## config.mk

```make
export PLATFORM = sky130hd
export DESIGN_NAME = cdch_div
export DESIGN_NICKNAME = d
export VERILOG_FILES = /design/src/rtl/core/cdch_pkg.sv /design/src/rtl/core/cdch_div.sv
export SDC_FILE = /design/constraint.sdc
export NUM_CORES = 2
export LEC_CHECK = 0
export BUFFER_PORTS_ARGS = -buffer_cell sky130_fd_sc_hd__buf_2
export CORE_AREA = 2 2 433 435
export DETAILED_ROUTE_END_ITERATION = 10
export DIE_AREA = 0 0 435 437
export SETUP_SLACK_MARGIN = 0.1
export SKIP_LAST_GASP = 1
export SYNTH_ARGS = -nofsm -noshare
export SYNTH_HDL_FRONTEND = slang
export SYNTH_SLANG_ARGS = --single-unit
```

## constraint.sdc

```tcl
create_clock -name clk -period 5.65 [get_ports clk]
set_clock_uncertainty 0.2 [all_clocks]
set_input_delay 0.2825 -clock clk [delete_from_list [all_inputs] [get_ports clk]]
set_output_delay 0.2825 -clock clk [all_outputs]
set_load 0.05 [all_outputs]
```

## src/rtl/core/cdch_pkg.sv

```systemverilog
// ----------------------------------------------------------------------------
// cdch_pkg
// Shared types, constants and arithmetic helpers for the concentric disk /
// cosine hemisphere warp.
// ----------------------------------------------------------------------------
package cdch_pkg;

	localparam int FRAC_BITS_DEF = 16;
	localparam int U_W           = 16;
	localparam int XY_W          = 18;
	localparam int Z_W           = 17;
	localparam int QW            = 30;
	localparam int DIV_STEPS     = 31;
	localparam int SQRT_STEPS    = 31;
	localparam int SIN_TERMS     = 5;
	localparam int COS_TERMS     = 6;

	localparam logic [30:0] Q_ONE   = 31'h4000_0000;
	localparam logic [30:0] Q_HALF  = 31'h2000_0000;
	localparam logic [29:0] PI4_Q30 = 30'd843314857;

	// Horner divisors with floor(2^sh/d) reciprocals, sh = 31 + floor(log2 d)
	localparam logic [7:0]  SIN_DIV [SIN_TERMS] = '{8'd110, 8'd72, 8'd42, 8'd20, 8'd6};
	localparam logic [31:0] SIN_RCP [SIN_TERMS] = '{32'd1249445031, 32'd1908874353,
		32'd1636178017, 32'd1717986918, 32'd1431655765};
	localparam int          SIN_SH  [SIN_TERMS] = '{37, 37, 36, 35, 33};
	localparam logic [7:0]  COS_DIV [COS_TERMS] = '{8'd132, 8'd90, 8'd56, 8'd30, 8'd12, 8'd2};
	localparam logic [31:0] COS_RCP [COS_TERMS] = '{32'd2082408385, 32'd1527099483,
		32'd1227133513, 32'd1145324612, 32'd1431655765, 32'd2147483648};
	localparam int          COS_SH  [COS_TERMS] = '{38, 37, 36, 35, 34, 32};

	// den is a Q15 magnitude up to 1.0, held in 17 bits
	typedef struct packed {
		logic        origin;
		logic        first;
		logic        rneg;
		logic        aneg;
		logic [16:0] den;
	} side_t;

	// Q30 product, rounded half up
	function automatic logic [30:0] mulq(input logic [30:0] a, input logic [30:0] b);
		logic [61:0] p;
		p = 62'(a) * 62'(b) + 62'(Q_HALF);
		return 31'(p >> QW);
	endfunction

	// quotient estimate, low by at most one
	function automatic logic [30:0] rcp_div(input logic [30:0] p, input logic [31:0] m,
			input int sh);
		logic [62:0] pr;
		pr = 63'(p) * 63'(m);
		return 31'(pr >> sh);
	endfunction

	// fix the estimate, then one Horner term: 1 - p/d
	function automatic logic [30:0] hstep(input logic [30:0] p, input logic [30:0] qe,
			input logic [7:0] d);
		logic [38:0] qd;
		logic [30:0] rm;
		logic [30:0] q;
		qd = 39'(qe) * 39'(d);
		rm = p - 31'(qd);
		q  = (rm >= 31'(d)) ? qe + 31'd1 : qe;
		return Q_ONE - q;
	endfunction

	// Q30 magnitude to Q1.frac, half up, saturated at 1.0
	function automatic logic [30:0] to_out(input logic [30:0] m, input int frac);
		logic [31:0] r;
		logic [31:0] lim;
		r   = {1'b0, m};
		lim = 32'd1 << frac;
		if (QW - frac > 0) begin
			r = (r + (32'd1 << (QW - frac - 1))) >> (QW - frac);
		end
		return (r > lim) ? 31'(lim) : 31'(r);
	endfunction

endpackage

```

## src/rtl/core/cdch_div.sv

```systemverilog
// ----------------------------------------------------------------------------
// cdch_div
// Pipelined restoring divider, one quotient bit per stage: (num << 30) / den.
// ----------------------------------------------------------------------------
module cdch_div (
	input  logic                clk,
	input  logic                arst_n,
	input  logic                adv,
	input  logic                v_i,
	input  cdch_pkg::side_t     side_i,
	input  logic [16:0]         num_i,
	output logic                v_o,
	output cdch_pkg::side_t     side_o,
	output logic [30:0]         quo_o
);
	import cdch_pkg::*;

	logic        v_s    [0:DIV_STEPS];
	side_t       side_s [0:DIV_STEPS];
	logic [16:0] rem_s  [0:DIV_STEPS];
	logic [30:0] quo_s  [0:DIV_STEPS];

	assign v_s[0]    = v_i;
	assign side_s[0] = side_i;
	assign rem_s[0]  = num_i;
	assign quo_s[0]  = '0;

	for (genvar k = 0; k < DIV_STEPS; k++) begin : g_step
		logic [17:0] r2;
		logic        ge;
		logic [17:0] nrem;

		// first step compares num itself: quotient bit for 1.0
		if (k == 0) begin : g_first
			assign r2 = {1'b0, rem_s[k]};
		end else begin : g_next
			assign r2 = {rem_s[k], 1'b0};
		end
		assign ge   = (r2 >= {1'b0, side_s[k].den});
		assign nrem = ge ? r2 - {1'b0, side_s[k].den} : r2;

		always_ff @(posedge clk or negedge arst_n) begin
			if (!arst_n) begin
				v_s[k+1] <= 1'b0;
			end else if (adv) begin
				v_s[k+1] <= v_s[k];
			end
		end

		always_ff @(posedge clk) begin
			if (adv) begin
				side_s[k+1] <= side_s[k];
				rem_s[k+1]  <= nrem[16:0];
				quo_s[k+1]  <= {quo_s[k][29:0], ge};
			end
		end
	end

	assign v_o    = v_s[DIV_STEPS];
	assign side_o = side_s[DIV_STEPS];
	assign quo_o  = quo_s[DIV_STEPS];

endmodule

```

==> impl_metrics.tcl <==
set metrics [dict create \
    synthTopCellsByArea "edfxtp_1, ha_1, inv_1, mux2_2, o21ai_0" \
    syn_area_per_cell_sq_um 12.8 \
    port_buffers 94 \
    hold_class "in2reg" \
    clk_pin_slew_worst_paths_ns 0.06 \
    post_cts_buffers 0 \
    fp.dieH_microns 437 \
    p_sw_frac 0.338 \
    yosys_most_used_dff "edfxtp_1" \
    area_growth_syn_to_layout_pct 12.4 \
    io_pins 95 \
    ys_async_sr_fraction 0.0184 \
    cts_root_buffer "clkbuf_16" \
    cts_tree "built" \
    drv_slew 0 \
    p_seq_frac 0.380 \
    place_inst 8913 \
    critPathSlowestCell "nor2_2" \
    power_w 0.0510 \
    num_vias 49000 \
    rsz0062_at_grt "no" \
    rows 158 \
    slew_headroom 0.215 \
    worstPathRequired_ns 6.01 \
    critPathTopFamily "buffers and inverters" \
    worst_pin_slew_ns 1.18 \
    p_clk_frac 0.242 \
    p_sw_w 0.0173 \
    netlist.area_leader.share 0.600 \
    pre_cts_ws_ns 1.86 \
    wl_microns 158000 \
    power_density_mw_per_mm2 548 \
    r2r_slack_ns 1.79 \
    critPathCaptureType "register" \
    antenna_cells 0 \
    nFillCells 16100 \
    drc_errors 0 \
    grt_start_max_net_pins 164 \
    combPwrFrac 0.378 \
    synth.distinct_cells 90 \
    die_area_sq_mm 0.190 \
    drive_gt1_frac 0.109 \
    clock_path_buffers 3 \
    ys_ff_latch 1688 \
    cp_max_fo 18 \
    p_leak_nw 36.9 \
    hold_violations 0 \
    syn-num-nets 7056 \
    cp.arrival_ns 4.23 \
    path_class "in2reg" \
    yosys_warnings 0 \
    cts_made_buffers 186 \
    clock_latency_ns 0.82 \
    intPower_w 0.0338 \
    fin_crit_ns 3.86 \
    report.final.setup_viol 0 \
    nNetsFinal 7290 \
    die_x_microns 435 \
    antenna_found_initial 0 \
    start_util 0.448 \
    ys_seq_area_frac 0.610 \
    clock_sinks 1688 \
    path_cells "dlygate4sd3_1 > buf_2 > ha_1 > o21ai_0 > a21oi_1 > o31ai_1 > a31oi_1 > a31oi_2 > nor2_2 > mux2_2 > dlygate4sd3_1" \
    finalCritPeriodShare 0.684 \
    start_kind "input port" \
    overflow 0 \
    htreeDepth 4 \
    synth_top_cell_by_area "edfxtp_1" \
    core_sq_mm 0.185 \
    cp_slowest_stage_delay_ns 0.77 \
    syn_area_sq_mm 0.0829 \
    final_cells 9327 \
    grt_pass1_vias 47600 \
    path_buf_inv 3 \
    grt_pass1_wl_microns 253000 \
    final.setup.worst_slack_ns 1.79 \
    fmax_ghz 0.259 \
    max-vdd-ir-drop_mv 0.321 \
    crit_top_cell "dlygate4sd3_1" \
    tns_ns 0 \
    synth_edf_count 1657 \
    drv_cap 0 \
    status "finished, final reports clean" \
    track_usage 0.163 \
    wl_per_cell_microns 16.9 \
    drt_iter0_drc 3467 \
    routed_via_density 5.26 \
    place_congestion 0.887 \
    ant_nets 0 \
    hold_slack_ns 0.108 \
    first_pass_iters 6 \
    syn-instance-count 6458 \
    post-dp-hpwl_microns 111000 \
]
-- cell usage in the layout (no fill, tap or decap), drive strengths merged, types with 64 or more instances in the layout --
cell type,n
buf,132
nor2b,76
a31oi,64
clkinv,83
o21a,100
clkbuf,210
o31ai,68
nor3,102
nand4,66
a21oi,323
nand2b,70
ha,526
a21o,173
xnor2,190
mux2,237
nand2,421
dlygate4sd3,70
edfxtp,1657
nor2,339
inv,668
xor2,167
o21ai,429
-- repair_timing --
item	CTS	global route
gates resized for setup	0	0
hold endpoints to repair	181	0
hold buffers	71	0
-- synth_stat cells, types with 9 or more instances --
master	number
nand2_1	418
a41oi_1	11
nand3b_1	10
o211ai_1	22
a21oi_1	323
nand2b_1	70
clkbuf_1	74
nor2b_1	76
o2111ai_1	10
a311oi_1	9
buf_4	57
a211o_1	21
and4_1	13
o31ai_1	67
o21bai_1	30
mux2i_1	20
a21o_1	173
edfxtp_1	1657
a211oi_1	44
inv_1	660
xnor2_1	190
nor2_1	338
fa_1	30
nand3_1	55
nand4_1	66
a21boi_0	37
dfrtp_1	31
a31oi_1	60
or3_1	25
mux2_4	21
o41ai_1	13
a2111oi_0	18
o21ai_0	418
o311ai_0	10
or2_2	22
o21a_1	100
mux2_2	212
ha_1	526
buf_2	18
o31a_1	26
nor4_1	10
xor2_1	167
and2_1	20
nor3_1	101
and3_1	48
-- logic make-up after synthesis --
group                    share of synthesized area
flip-flops                                   0.610
AO/OA/AOI/OAI                                0.116
AND/OR/NAND/NOR                             0.0744
buffers and inverters                       0.0402
adder cells (fa/ha/maj)                     0.0866
XOR/XNOR                                    0.0377
multiplexers                                0.0356
-- registers in the layout, summed over array words and instances, names as in the netlist --
register   cells
v_o            1
side_o        21
v_s           30
g_step.r2    510
quo_s        465
quo_o         31
side_s       630
-- final cells by class --
| cell class | count | area, sq um | area share |
|---|---|---|---|
| repair buffers | 202 | 1620 | 0.0174 |
| clock inverters | 133 | 1510 | 0.0162 |
| well taps | 2480 | 3100 | 0.0333 |
| multi-input cells | 3954 | 29100 | 0.313 |
| clock buffers | 210 | 4820 | 0.0517 |
| inverters | 660 | 2480 | 0.0266 |
| flip-flops and latches | 1688 | 50500 | 0.542 |
-- layer usage --
layer  vias to the layer above  track usage  share of wire
li1                      24300            -              -
met1                     23600        0.219           0.45
met2                       898        0.272           0.48
met3                       275       0.0258          0.039
met4                         0       0.0516          0.026
met5                         -            0              0
-- final timing paths --
check | startpoint | end | cells past startpoint
worst min register to register | quo_s[473] | quo_s[443] | 0
worst min-delay path | num_i[15] | g_step[1].r2[16] | 3
max in group asynchronous | arst_n | v_s[2] | 4
worst max-delay path | num_i[2] | g_step[1].r2[4] | 11
worst max register to register | side_s[86] | g_step[28].r2[16] | 10
min in group asynchronous | arst_n | v_o | 4
-- through the flow --
| step | area (sq um) | utilization |
|---|---|---|
| after floorplan | 82900 | - |
| after global placement | 86200 | 0.466 |
| after detailed placement | 86200 | 0.466 |
| after CTS | 93200 | 0.504 |
| after global routing | 93200 | 0.504 |
| final | 93200 | 0.504 |
-- power groups by stage --
stage	combinational (W)	sequential [W]	clock (W)
finish	0.0193	0.0194	0.0124
global route	0.0217	0.0197	0.0133
CTS	0.0193	0.0195	0.0128
detailed placement	0.0191	0.0197	0
global placement	0.0187	0.0197	0
floorplan	0.0153	0.0188	0
-- tightest hold or removal path, delay by kind of cell --
kind	cells	cell delay (ns)
buffers and inverters	2	0.63
muxes	1	0.11
No activity file was read; power rests on OpenSTA's default activity.
